**config.mk**
```make
export PLATFORM = sky130hd
export DESIGN_NAME = group_repeat_run_length_decoder
export DESIGN_NICKNAME = d
export VERILOG_FILES = /design/src/grld_pkg.sv /design/src/grld_front.sv /design/src/grld_queue.sv /design/src/grld_back.sv /design/src/group_repeat_run_length_decoder.sv
export SDC_FILE = /design/constraint.sdc
export NUM_CORES = 1
export LEC_CHECK = 0
export BUFFER_PORTS_ARGS = -buffer_cell sky130_fd_sc_hd__buf_2
export CORE_UTILIZATION = 42
export CTS_CLUSTER_DIAMETER = 40
export DETAILED_ROUTE_END_ITERATION = 16
export REMOVE_ABC_BUFFERS = 1
export SYNTH_ARGS = -nofsm -noshare
export SYNTH_HDL_FRONTEND = slang
export SYNTH_HIERARCHICAL = 1
export SYNTH_SLANG_ARGS = --single-unit
```
**constraint.sdc**
```tcl
create_clock -name i_clk -period 6.8 [get_ports i_clk]
set_input_delay 1.36 -clock i_clk [delete_from_list [all_inputs] [get_ports i_clk]]
set_output_delay 1.36 -clock i_clk [all_outputs]
set_load 0.05 [all_outputs]
```
**src/grld_pkg.sv**
```systemverilog
package grld_pkg;

    // Default limit on collected group bytes
    localparam int GROUP_MAX_DEF = 7;

    // Group store depth and field widths
    localparam int STORE_DEPTH = 7;
    localparam int LEN_W       = 3;
    localparam int CNT_W       = 4;

    // Words held between the front and the back
    localparam int QUEUE_DEPTH = 2;

    // Character codes
    localparam logic [7:0] ASCII_ZERO = 8'd48;
    localparam logic [7:0] CLOSE_MARK = 8'h2C;   // ','
    localparam logic [7:0] DIGIT_LO   = 8'h32;   // '2'
    localparam logic [7:0] DIGIT_HI   = 8'h39;   // '9'

    typedef logic [7:0] t_byte;

    // One replay command: a pass-through byte is a group of one, repeated once
    typedef struct packed {
        t_byte [STORE_DEPTH-1:0] bytes;
        logic [LEN_W-1:0]        len;
        logic [CNT_W-1:0]        cnt;
        logic                    ovf;
    } t_grp_cmd;

    // Map the shifted digit symbols back to digits
    function automatic t_byte substitute(input t_byte b);
        t_byte r;
        case (b)
            8'h7E:   r = 8'h30;   // '~'
            8'h21:   r = 8'h31;   // '!'
            8'h40:   r = 8'h32;   // '@'
            8'h23:   r = 8'h33;   // '#'
            8'h24:   r = 8'h34;   // '$'
            8'h29:   r = 8'h35;   // ')'
            8'h5E:   r = 8'h36;   // '^'
            8'h26:   r = 8'h37;   // '&'
            8'h2A:   r = 8'h38;   // '*'
            8'h28:   r = 8'h39;   // '('
            default: r = b;
        endcase
        return r;
    endfunction

endpackage

```
**src/grld_front.sv**
```systemverilog
module grld_front #(
    parameter int GROUP_MAX = grld_pkg::GROUP_MAX_DEF
) (
    input  logic               i_clk,
    input  logic               i_rst_n,
    input  logic               i_valid,
    output logic               o_ready,
    input  grld_pkg::t_byte    i_byte,
    output logic               o_push,
    output grld_pkg::t_grp_cmd o_cmd,
    input  logic               i_full
);
    import grld_pkg::*;

    logic             r_in_group, n_in_group;
    logic [CNT_W-1:0] r_cnt, n_cnt;
    logic [LEN_W-1:0] r_len, n_len;
    logic             r_ovf, n_ovf;
    t_byte [STORE_DEPTH-1:0] r_store;

    logic  accept;
    logic  is_digit;
    logic  is_close;
    logic  store_we;
    t_byte digit_val;

    // Take a word whenever the queue has room
    assign o_ready  = !i_full;
    assign accept   = i_valid && !i_full;
    assign is_digit = (i_byte >= DIGIT_LO) && (i_byte <= DIGIT_HI);
    assign is_close = (i_byte == CLOSE_MARK);
    assign digit_val = i_byte - ASCII_ZERO;

    // Classify the word and build the command for the back
    always_comb begin
        n_in_group = r_in_group;
        n_cnt      = r_cnt;
        n_len      = r_len;
        n_ovf      = r_ovf;
        store_we   = 1'b0;
        o_push     = 1'b0;
        o_cmd.bytes = r_store;
        o_cmd.len   = r_len;
        o_cmd.cnt   = r_cnt;
        o_cmd.ovf   = r_ovf;
        if (accept) begin
            if (!r_in_group) begin
                if (is_digit) begin
                    n_in_group = 1'b1;
                    n_cnt      = digit_val[CNT_W-1:0];
                    n_len      = '0;
                    n_ovf      = 1'b0;
                end else begin
                    // Pass through as a group of one
                    o_push         = 1'b1;
                    o_cmd.bytes[0] = i_byte;
                    o_cmd.len      = LEN_W'(1);
                    o_cmd.cnt      = CNT_W'(1);
                    o_cmd.ovf      = 1'b0;
                end
            end else if (is_close) begin
                // Close: hand over the group unless empty, then clear
                o_push     = (r_len != '0);
                n_in_group = 1'b0;
                n_cnt      = '0;
                n_len      = '0;
                n_ovf      = 1'b0;
            end else if (r_len < LEN_W'(GROUP_MAX)) begin
                store_we = 1'b1;
                n_len    = r_len + LEN_W'(1);
            end else begin
                // Full: drop the byte and flag it
                n_ovf = 1'b1;
            end
        end
    end

    // Hold group state
    always_ff @(posedge i_clk) begin
        if (!i_rst_n) begin
            r_in_group <= 1'b0;
            r_cnt      <= '0;
            r_len      <= '0;
            r_ovf      <= 1'b0;
        end else begin
            r_in_group <= n_in_group;
            r_cnt      <= n_cnt;
            r_len      <= n_len;
            r_ovf      <= n_ovf;
        end
    end

    // Collect group bytes
    always_ff @(posedge i_clk) begin
        if (store_we) begin
            r_store[r_len] <= i_byte;
        end
    end

endmodule

```
**src/grld_queue.sv**
```systemverilog
module grld_queue (
    input  logic               i_clk,
    input  logic               i_rst_n,
    input  logic               i_push,
    input  grld_pkg::t_grp_cmd i_cmd,
    output logic               o_full,
    input  logic               i_pop,
    output grld_pkg::t_grp_cmd o_head,
    output logic               o_valid
);
    import grld_pkg::*;

    localparam int PTR_W = (QUEUE_DEPTH > 1) ? $clog2(QUEUE_DEPTH) : 1;
    localparam int CNT_QW = $clog2(QUEUE_DEPTH + 1);

    t_grp_cmd          r_mem [QUEUE_DEPTH];
    logic [PTR_W-1:0]  r_wr, n_wr;
    logic [PTR_W-1:0]  r_rd, n_rd;
    logic [CNT_QW-1:0] r_cnt, n_cnt;

    assign o_full  = (r_cnt == CNT_QW'(QUEUE_DEPTH));
    assign o_valid = (r_cnt != '0);
    assign o_head  = r_mem[r_rd];

    // Advance pointers and fill count
    always_comb begin
        n_wr  = r_wr;
        n_rd  = r_rd;
        n_cnt = r_cnt;
        if (i_push) begin
            n_wr = (r_wr == PTR_W'(QUEUE_DEPTH - 1)) ? '0 : r_wr + PTR_W'(1);
        end
        if (i_pop) begin
            n_rd = (r_rd == PTR_W'(QUEUE_DEPTH - 1)) ? '0 : r_rd + PTR_W'(1);
        end
        if (i_push && !i_pop) begin
            n_cnt = r_cnt + CNT_QW'(1);
        end else if (!i_push && i_pop) begin
            n_cnt = r_cnt - CNT_QW'(1);
        end
    end

    always_ff @(posedge i_clk) begin
        if (!i_rst_n) begin
            r_wr  <= '0;
            r_rd  <= '0;
            r_cnt <= '0;
        end else begin
            r_wr  <= n_wr;
            r_rd  <= n_rd;
            r_cnt <= n_cnt;
        end
    end

    // Hold queued words
    always_ff @(posedge i_clk) begin
        if (i_push) begin
            r_mem[r_wr] <= i_cmd;
        end
    end

endmodule

```
**src/grld_back.sv**
```systemverilog
module grld_back (
    input  logic               i_clk,
    input  logic               i_rst_n,
    input  logic               i_valid,
    input  grld_pkg::t_grp_cmd i_cmd,
    output logic               o_pop,
    output logic               o_tvalid,
    input  logic               i_tready,
    output grld_pkg::t_byte    o_tdata,
    output logic               o_tlast,
    output logic               o_tuser
);
    import grld_pkg::*;

    logic             r_tvalid;
    t_byte            r_tdata;
    logic             r_tlast;
    logic             r_tuser;
    logic [LEN_W-1:0] r_idx, n_idx;
    logic [CNT_W-1:0] r_rep, n_rep;

    logic load;
    logic step;
    logic last_byte;
    logic last_rep;

    // Load the output register when empty or being drained
    assign load      = !r_tvalid || i_tready;
    assign step      = load && i_valid;
    assign last_byte = (r_idx == i_cmd.len - LEN_W'(1));
    assign last_rep  = (r_rep == i_cmd.cnt - CNT_W'(1));
    assign o_pop     = step && last_byte && last_rep;

    // Walk the group bytes, then the repeats
    always_comb begin
        n_idx = r_idx;
        n_rep = r_rep;
        if (step) begin
            if (last_byte) begin
                n_idx = '0;
                n_rep = last_rep ? '0 : r_rep + CNT_W'(1);
            end else begin
                n_idx = r_idx + LEN_W'(1);
            end
        end
    end

    always_ff @(posedge i_clk) begin
        if (!i_rst_n) begin
            r_tvalid <= 1'b0;
            r_idx    <= '0;
            r_rep    <= '0;
        end else begin
            r_idx <= n_idx;
            r_rep <= n_rep;
            if (load) begin
                r_tvalid <= i_valid;
            end
        end
    end

    // Register the next result word
    always_ff @(posedge i_clk) begin
        if (step) begin
            r_tdata <= substitute(i_cmd.bytes[r_idx]);
            r_tlast <= last_byte && last_rep;
            r_tuser <= i_cmd.ovf;
        end
    end

    assign o_tvalid = r_tvalid;
    assign o_tdata  = r_tdata;
    assign o_tlast  = r_tlast;
    assign o_tuser  = r_tuser;

endmodule

```
**src/group_repeat_run_length_decoder.sv**
```systemverilog
// Group-repeat run-length decoder.
// Slave stream: one text byte per word on s_axis_tdata. A digit 2 to 9 outside
// a group opens a group; bytes up to the next comma are collected and the group
// is replayed that many times at the comma. Other bytes pass straight through.
// Master stream: one decoded byte per word on m_axis_tdata, with symbol-to-digit
// substitution applied; m_axis_tlast marks the final word caused by one input
// word and m_axis_tuser flags a group that dropped bytes beyond GROUP_MAX.
// With the back idle, a pass-through byte that is taken goes through the queue
// and then the output register before it is offered on the master side. A
// closing comma hands its group to the queue; the single replay walker gives
// length times count words, one per cycle while the receiver takes them, up to
// 63. Opening digits and collected bytes give no output words.
// The front takes one word per cycle while the two-word queue to the back has
// room, so a long replay stalls the input once the queue fills.
// Reset clears the group state, the queue and the output valid; nothing is lost
// when the receiver stalls: the output word holds until taken and the queue
// backs up to s_axis_tready.
module group_repeat_run_length_decoder #(
    parameter int GROUP_MAX = grld_pkg::GROUP_MAX_DEF
) (
    input  logic            i_clk,
    input  logic            i_rst_n,
    input  logic            s_axis_tvalid,
    output logic            s_axis_tready,
    input  grld_pkg::t_byte s_axis_tdata,   // [7:0] in_byte
    output logic            m_axis_tvalid,
    input  logic            m_axis_tready,
    output grld_pkg::t_byte m_axis_tdata,   // [7:0] out_byte
    output logic            m_axis_tlast,   // last_of_run
    output logic            m_axis_tuser    // [0] overflow
);
    import grld_pkg::*;

    logic     push;
    logic     full;
    logic     pop;
    logic     head_valid;
    t_grp_cmd cmd_in;
    t_grp_cmd cmd_head;

    grld_front #(
        .GROUP_MAX(GROUP_MAX)
    ) u_front (
        .i_clk   (i_clk),
        .i_rst_n (i_rst_n),
        .i_valid (s_axis_tvalid),
        .o_ready (s_axis_tready),
        .i_byte  (s_axis_tdata),
        .o_push  (push),
        .o_cmd   (cmd_in),
        .i_full  (full)
    );

    grld_queue u_queue (
        .i_clk   (i_clk),
        .i_rst_n (i_rst_n),
        .i_push  (push),
        .i_cmd   (cmd_in),
        .o_full  (full),
        .i_pop   (pop),
        .o_head  (cmd_head),
        .o_valid (head_valid)
    );

    grld_back u_back (
        .i_clk    (i_clk),
        .i_rst_n  (i_rst_n),
        .i_valid  (head_valid),
        .i_cmd    (cmd_head),
        .o_pop    (pop),
        .o_tvalid (m_axis_tvalid),
        .i_tready (m_axis_tready),
        .o_tdata  (m_axis_tdata),
        .o_tlast  (m_axis_tlast),
        .o_tuser  (m_axis_tuser)
    );

endmodule
```
==> results.json, run 1 <==
{
  "core_area_mm2": 0.02189,
  "remaining_drc_errors": 0,
  "period_needed_ns": 4.329,
  "ant_nets": 0,
  "final_layout_size_suffix_gt1_share_pct": 27.21,
  "holdCritPathClass": "flop to flop",
  "dpl_cell_area_mm2": 0.009368,
  "cts_tree": "built",
  "cp_max_fo": 43,
  "fin_crit_sh_pct": 63.66,
  "diodes": 0,
  "worst_ep_required_time_ns": 6.96,
  "synth_edf_count": 194,
  "die_y_um": 151.6,
  "dp_slack_ns": 1.909,
  "globalRouteTotalUtil_pct": 15.25,
  "globalplace.congestion": 0.7584,
  "crit_path_end_kind": "flop",
  "ys_async_sr_fraction_pct": 0,
  "outcome": "finished clean",
  "fin_cells": 890,
  "slowest_stage": "nor2b_4",
  "critPathKind": "input pin to flop",
  "rsz0062_at_grt": "false",
  "synth_cell_types": 66,
  "clkSinkCount": 216,
  "cts.reportedPaths.clkPinSlew_ns": 0.06,
  "root_buffer": "clkbuf_16",
  "ir_worst_vdd_mv": 0.1665,
  "antenna_found_initial": 0,
  "hold_viol_final": 0,
  "r2r_slack_ns": 2.82,
  "final_area_mm2": 0.01026,
  "drtIter0Drc": 431,
  "clk_path_buf_depth": 3,
  "cp_cell_sequence": "buf_2 -> or4b_1 -> o21ai_2 -> o21ai_0 -> a311oi_1 -> nor2b_4 -> buf_4",
  "synthCells": 599,
  "ios": 24,
  "die-width_um": 151.6,
  "grt_pass1_wl_mm": 26.18,
  "maxCapViolations": 0,
  "h-tree-depth": 1,
  "grt_max_degree": 44,
  "vias": 4670,
  "path_delay_family": "simple AND/OR/NAND/NOR gates",
  "path_buf_inv": 2,
  "cp.arrival_ns": 4.49,
  "placed_cells": 839,
  "slew_violations": 0,
  "clk_latency_ns": 0.53,
  "drt_wl_total_mm": 16.72,
  "yosys_warnings": 6,
  "postSynthAreaPerCell_um2": 15.69,
  "dp.final_hpwl_mm": 10.39,
  "finClkSkew_ns": 0.01718,
  "portBuffers": 23,
  "ctsHoldBuffers": 0,
  "slowest_delay_ns": 0.72,
  "p_leak_uw": 0.003449,
  "die_area_mm2": 0.02298,
  "setup-tns-final_ns": 0,
  "seq_area_frac_synth_pct": 66.68,
  "ys.flop_type": "edfxtp_1",
  "synth_area_mm2": 0.009397,
  "setup_violations": 0,
  "fmaxAchievable_ghz": 0.2310,
  "ys_seq_elements": 216,
  "tightest_slew_ns": 1.266,
  "final_cell_mix": "edfxtp_1, mux2_2, clkbuf_16",
  "worst_slew_margin_rel_pct": 15.27,
  "layout_setup_ws_ns": 2.471,
  "start_util_pct": 42.92,
  "first_global_vias": 4747,
  "area_growth_pct": 9.214,
  "critPathLaunchType": "input pin",
  "fillers": 1892,
  "fin_nets": 609,
  "gr-total-overflow": 0,
  "num_rows": 54,
  "cts_resized": 0,
  "post_cts_buffers": 0,
  "layout_commonest_cell": "edfxtp_1",
  "via_per_inst": 5.247,
  "dr.pass1.iters": 4,
  "power_density_mw_per_mm2": 348.7,
  "wl_per_cell_um": 18.78,
  "cts_buffers": 29
}
==> Yosys cell counts (4+ instances only) <==
cell	count	area share, %
a21boi_0	5	0.40
a21oi_1	6	0.32
a22oi_1	7	0.56
and2_1	12	0.80
buf_4	52	4.2
buf_6	12	1.4
clkbuf_1	5	0.20
dfxtp_1	22	4.7
edfxtp_1	194	62
ha_1	7	0.93
inv_1	14	0.56
mux2_2	67	8.0
mux2_4	5	0.80
mux2i_1	28	3.0
nand2_1	24	0.96
nand3_1	5	0.27
nand3b_1	13	1.0
nand4_1	4	0.27
nand4b_1	4	0.37
nor2_1	7	0.28
nor2b_1	8	0.53
nor3_1	8	0.43
o211ai_1	7	0.56
o21ai_0	9	0.48
or2_1	4	0.27
or3_1	5	0.33
xor2_1	8	0.75
==> metal layers <==
metal	part of all wire, %	track usage (%)	up-vias	wire, µm
li1	-	-	2220	-
met1	44	19.95	2321	7335
met2	49	25.89	102	8199
met3	5.1	2.395	27	857
met4	1.9	4.950	0	323
met5	0	0	-	0
==> flip-flops by register name, indices dropped and copies added, names as in the netlist, 2 cells and up, named ones only <==
name and flops:
u_back/r_rep 4, u_queue/r_mem 128, u_queue/r_cnt 2, u_front/o_cmd 48, u_back/o_tdata 8, u_front/r_cnt 4, u_front/r_store 8, u_back/r_idx 3
u_front/r_len 3
==> logic make-up after synthesis <==
logic type / Yosys count / synth area share (%)
XOR/XNOR: 12 / 1.265
buffers and inverters: 85 / 6.618
AO/OA/AOI/OAI: 64 / 5.180
adder cells (fa/ha/maj): 7 / 0.9320
AND/OR/NAND/NOR: 115 / 7.510
multiplexers: 100 / 11.81
flip-flops: 216 / 66.68
==> per-stage QoR <==
step                utilization, %  power [µW]  hold slack [ns]
floorplan                        -        2070           0.4215
global placement             42.79        2210           0.4227
detailed placement           42.79        2228           0.4298
CTS                          46.88        3618           0.4422
global route                 46.88        3725           0.4483
finish                       46.88        3579           0.4384
==> power breakdown <==
part | switching (µW) | internal [µW]
clock network | 528 | 853
registers | 34.0 | 1580
logic | 387 | 195
==> path summary, 6_finish.rpt <==
check | startpoint | to | depth (start not counted)
worst max-delay path | s_axis_tdata[6] | u_queue/r_mem[0][60] | 7
worst min-delay path | u_front/o_cmd[35] | u_queue/r_mem[1][35] | 0
worst max register to register | flop | u_queue/r_cnt[1] | 12
worst min register to register | u_front/o_cmd[35] | u_queue/r_mem[1][35] | 0
==> layout make-up <==
type | count | area [µm²] | area share [%]
multi-input cells | 298 | 2522 | 24.58
inverters | 14 | 52.55 | 0.5121
clock inverters | 19 | 157.7 | 1.536
flip-flops and latches | 216 | 6267 | 61.07
well taps | 280 | 350.3 | 3.414
clock buffers | 32 | 737.0 | 7.181
repair buffers | 31 | 175.2 | 1.707
==> worst reg2reg max path, cell delays in order (launching register included) <==
cell and delay, ns:
dfxtp_2 0.92, buf_4 0.53, mux2_2 0.42, inv_1 0.06, ha_1 0.23, xor2_1 0.18
nand3_1 0.18, or2_1 0.35, nor2_1 0.18, inv_1 0.06, ha_1 0.31, or3_1 0.35
a21boi_1 0.14
(Power assumes the default switching activity.)
==> run 2, diff against run 1 <==
==> constraint.sdc (replaced) <==
create_clock -name i_clk -period 4.4 [get_ports i_clk]
set_input_delay 0.88 -clock i_clk [delete_from_list [all_inputs] [get_ports i_clk]]
set_output_delay 0.88 -clock i_clk [all_outputs]
set_load 0.05 [all_outputs]
==> results.json, run 2 (same netlist as run 1, synthesis figures left out) <==
{
  "outcome": "finished clean",
  "worst_slew_margin_rel_pct": 25.41,
  "ios": 24,
  "via_per_inst": 5.180,
  "hold_viol_final": 0,
  "clk_latency_ns": 0.54,
  "root_buffer": "clkbuf_16",
  "path_buf_inv": 2,
  "globalplace.congestion": 0.7482,
  "h-tree-depth": 1,
  "period_needed_ns": 3.283,
  "fin_nets": 615,
  "clkSinkCount": 216,
  "start_util_pct": 42.92,
  "vias": 4657,
  "utilization_pct": 47.76,
  "cts.reportedPaths.clkPinSlew_ns": 0.06,
  "rsz0062_at_grt": "false",
  "clk_path_buf_depth": 3,
  "slew_violations": 0,
  "fmaxAchievable_ghz": 0.3046,
  "cp_max_fo": 23,
  "cts_resized": 0,
  "top_register": "u_queue/r_mem",
  "globalRouteTotalUtil_pct": 15.31,
  "gr-total-overflow": 0,
  "grt_pass1_wl_mm": 26.47,
  "final_layout_size_suffix_gt1_share_pct": 29.08,
  "portBuffers": 23,
  "setup_violations": 0,
  "final_area_mm2": 0.01046,
  "cp.arrival_ns": 3.75,
  "worst_ep_required_time_ns": 4.86,
  "tightest_slew_ns": 1.115,
  "ant_nets": 0,
  "dp.final_hpwl_mm": 10.64,
  "final_cell_mix": "edfxtp_1, mux2_2, clkbuf_16",
  "layout_commonest_cell": "edfxtp_1",
  "holdCritPathClass": "flop to flop",
  "power_density_mw_per_mm2": 552.4,
  "drtIter0Drc": 296,
  "die_y_um": 151.6,
  "ir_worst_vdd_mv": 0.3378,
  "dr.pass1.iters": 5,
  "setup-tns-final_ns": 0,
  "die-width_um": 151.6,
  "post_cts_buffers": 0,
  "critPathLaunchType": "flop",
  "die_area_mm2": 0.02298,
  "cts_buffers": 29,
  "p_leak_uw": 0.003529,
  "maxCapViolations": 0,
  "num_rows": 54,
  "cp_cell_sequence": "mux2_2 -> inv_1 -> ha_1 -> xor2_1 -> nand3_1 -> or2_1 -> nor2_1 -> inv_1 -> ha_1 -> or3_1 -> a21boi_1",
  "wl_per_cell_um": 18.46,
  "first_global_vias": 4898,
  "drt_wl_total_mm": 16.60,
  "remaining_drc_errors": 0,
  "critPathKind": "flop to flop",
  "fin_crit_sh_pct": 74.62,
  "slowest_stage": "dfxtp_2",
  "slowest_delay_ns": 0.70,
  "p_total_uw": 5775,
  "cts_tree": "built",
  "crit_path_end_kind": "flop",
  "core_area_mm2": 0.02189,
  "ctsHoldBuffers": 0,
  "path_delay_family": "simple AND/OR/NAND/NOR gates",
  "diodes": 0,
  "antenna_found_initial": 0,
  "finClkSkew_ns": 0.01194,
  "largest_reg_flops": 128,
  "grt_max_degree": 65,
  "area_growth_pct": 11.26,
  "dpl_cell_area_mm2": 0.009445
}
[run 2: path summary, 6_finish.rpt]
path	startpoint	to	slack [ns]	depth (start not counted)
min	u_front/o_cmd[45]	u_queue/r_mem[0][45]	0.44	0
max	flop	u_queue/r_cnt[1]	1.12	11
max reg2reg	flop	u_queue/r_cnt[1]	1.12	11
min reg2reg	u_front/o_cmd[45]	u_queue/r_mem[0][45]	0.44	0
[run 2: per-layer routing]
metal | GRT usage [%] | vias to the layer above | wire length (µm)
li1 | - | 2224 | -
met1 | 19.29 | 2308 | 7240
met2 | 26.89 | 99 | 8300
met3 | 2.575 | 26 | 702
met4 | 4.604 | 0 | 357
met5 | 0 | - | 0
[run 2: where the power goes]
group	internal (µW)	total, µW	switching [µW]
sequential	2440	2520	76.6
clock	1450	2360	906
combinational	315	897	582
total	4210	5770	1560
[run 2: cell type report]
type                       instances  area (µm²)
clock buffer                      32       757.0
clock inverter                    22       252.7
fill                            1865       11440
inverter                          14       52.55
multi-input combinational        298        2517
sequential                       216        6267
tap                              280       350.3
timing repair buffer              37       257.7
[run 2: metrics by stage]
step,setup WS (ns),std cells,hold WS [ns]
after detailed placement,0.6327,845,0.4296
after CTS,1.073,899,0.4433
after floorplan,-1.140,528,0.4215
final,1.117,899,0.4423
after global routing,0.8340,899,0.4473
after global placement,0.7299,845,0.4225
==> run 3, diff against run 2 <==
==> constraint.sdc (replaced) <==
create_clock -name i_clk -period 3 [get_ports i_clk]
set_input_delay 0.6 -clock i_clk [delete_from_list [all_inputs] [get_ports i_clk]]
set_output_delay 0.6 -clock i_clk [all_outputs]
set_load 0.05 [all_outputs]
==> results.json, run 3 (same netlist as run 1, synthesis figures left out) <==
{
  "outcome": "finished clean",
  "setup_violations": 0,
  "core_area_mm2": 0.02189,
  "critPathLaunchType": "flop",
  "hold_viol_final": 0,
  "rsz0062_at_grt": "false",
  "die_y_um": 151.6,
  "cp_cell_sequence": "buf_12 -> mux2_2 -> xnor3_1 -> nand3_1 -> or2_1 -> nor2_1 -> inv_1 -> ha_1 -> or3_1 -> a21boi_1",
  "fmaxAchievable_ghz": 0.3548,
  "power_density_mw_per_mm2": 805.7,
  "dr.pass1.iters": 4,
  "num_rows": 54,
  "top_register": "u_queue/r_mem",
  "cts_tree": "built",
  "cp_max_fo": 17,
  "clkSinkCount": 216,
  "critPathKind": "flop to flop",
  "dp_slack_ns": 0.06430,
  "path_delay_family": "simple AND/OR/NAND/NOR gates",
  "layout_commonest_cell": "edfxtp_1",
  "h-tree-depth": 1,
  "wl_per_cell_um": 19.38,
  "portBuffers": 23,
  "finClkSkew_ns": 0.01484,
  "layout_setup_ws_ns": 0.1811,
  "clk_latency_ns": 0.53,
  "cts_buffers": 29,
  "die-width_um": 151.6,
  "start_util_pct": 42.92,
  "tightest_slew_ns": 0.6040,
  "grt_max_degree": 35,
  "worst_slew_margin_rel_pct": 59.69,
  "maxCapViolations": 0,
  "fin_nets": 644,
  "via_per_inst": 5.291,
  "area_growth_pct": 14.51,
  "remaining_drc_errors": 0,
  "die_area_mm2": 0.02298,
  "vias": 4910,
  "dp.final_hpwl_mm": 11.62,
  "gr-total-overflow": 0,
  "fin_crit_sh_pct": 93.96,
  "cts.reportedPaths.clkPinSlew_ns": 0.06,
  "path_buf_inv": 2,
  "slowest_stage": "dfxtp_4",
  "p_leak_uw": 0.003693,
  "ir_worst_vdd_mv": 0.6496,
  "first_global_vias": 5266,
  "worst_ep_required_time_ns": 3.46,
  "globalRouteTotalUtil_pct": 16.35,
  "crit_path_end_kind": "flop",
  "cp.arrival_ns": 3.28,
  "ant_nets": 0,
  "globalplace.congestion": 0.8296,
  "final_layout_size_suffix_gt1_share_pct": 31.64,
  "root_buffer": "clkbuf_16",
  "slew_violations": 0,
  "p_total_uw": 8669,
  "clk_path_buf_depth": 3,
  "period_needed_ns": 2.819,
  "largest_reg_flops": 128,
  "antenna_found_initial": 0,
  "grt_pass1_wl_mm": 28.28,
  "final_cell_mix": "edfxtp_1, mux2_2, buf_4",
  "slowest_delay_ns": 0.42,
  "drtIter0Drc": 385,
  "holdCritPathClass": "input pin to flop",
  "drt_wl_total_mm": 17.99,
  "diodes": 0,
  "ios": 24,
  "utilization_pct": 49.15
}
## run 3: stage by stage
stage	hold WS, ns	TNS (ns)	std cells	cell area, µm²
after detailed placement	0.4304	0	872	9723
after floorplan	0.4215	-209.12	528	8827
after global routing	0.3943	0	928	10760
after global placement	0.4224	0	872	9723
after CTS	0.3671	0	926	10720
final	0.3752	0	928	10760
## run 3: routing by layer
layer	global-route usage [%]	wire, µm
met1	19.93	7612
met2	29.09	9195
met3	2.425	636
met4	6.386	543
met5	0	0
## run 3: area by class of cell
class                      count  area, µm²
timing repair buffer          66      568.0
tap                          280      350.3
fill                        1856      11130
multi-input combinational    298       2519
sequential                   216       6270
inverter                      14      52.55
clock inverter                21      260.3
clock buffer                  33      740.7
## run 3: power breakdown
part / leakage [µW] / switching (µW) / total (µW) / internal [µW]
Sequential: 0.00197 / 83.2 / 3660 / 3580
Combinational: 0.00124 / 924 / 1500 / 579
Clock: 0.000486 / 1280 / 3500 / 2220
Total: 0.00369 / 2290 / 8670 / 6380
## run 3: worst register-to-register path, delay by kind of cell (launching register included)
| kind | cells | cell delay, ns |
|---|---|---|
| simple gates | 4 | 0.94 |
| buf+inv | 2 | 0.27 |
| fa+ha+maj | 1 | 0.31 |
| compound gates | 1 | 0.14 |
| mux | 1 | 0.36 |
| flops | 1 | 0.42 |
| xor+xnor | 1 | 0.30 |
## run 3: timing repair
item,in CTS,in global routing
setup endpoints to repair,0,6
buffers inserted,0,1
resized for setup,0,2
hold buffers,0,0
## run 3: final timing paths
check	start	end	slack (ns)	cells after the start
worst min-delay path	m_axis_tready	u_back/o_tvalid	0.38	3
worst max-delay path	flop	u_queue/r_cnt[1]	0.18	10
worst min register to register	u_front/o_cmd[61]	u_queue/r_mem[1][61]	0.45	0
worst max register to register	flop	u_queue/r_cnt[1]	0.18	10
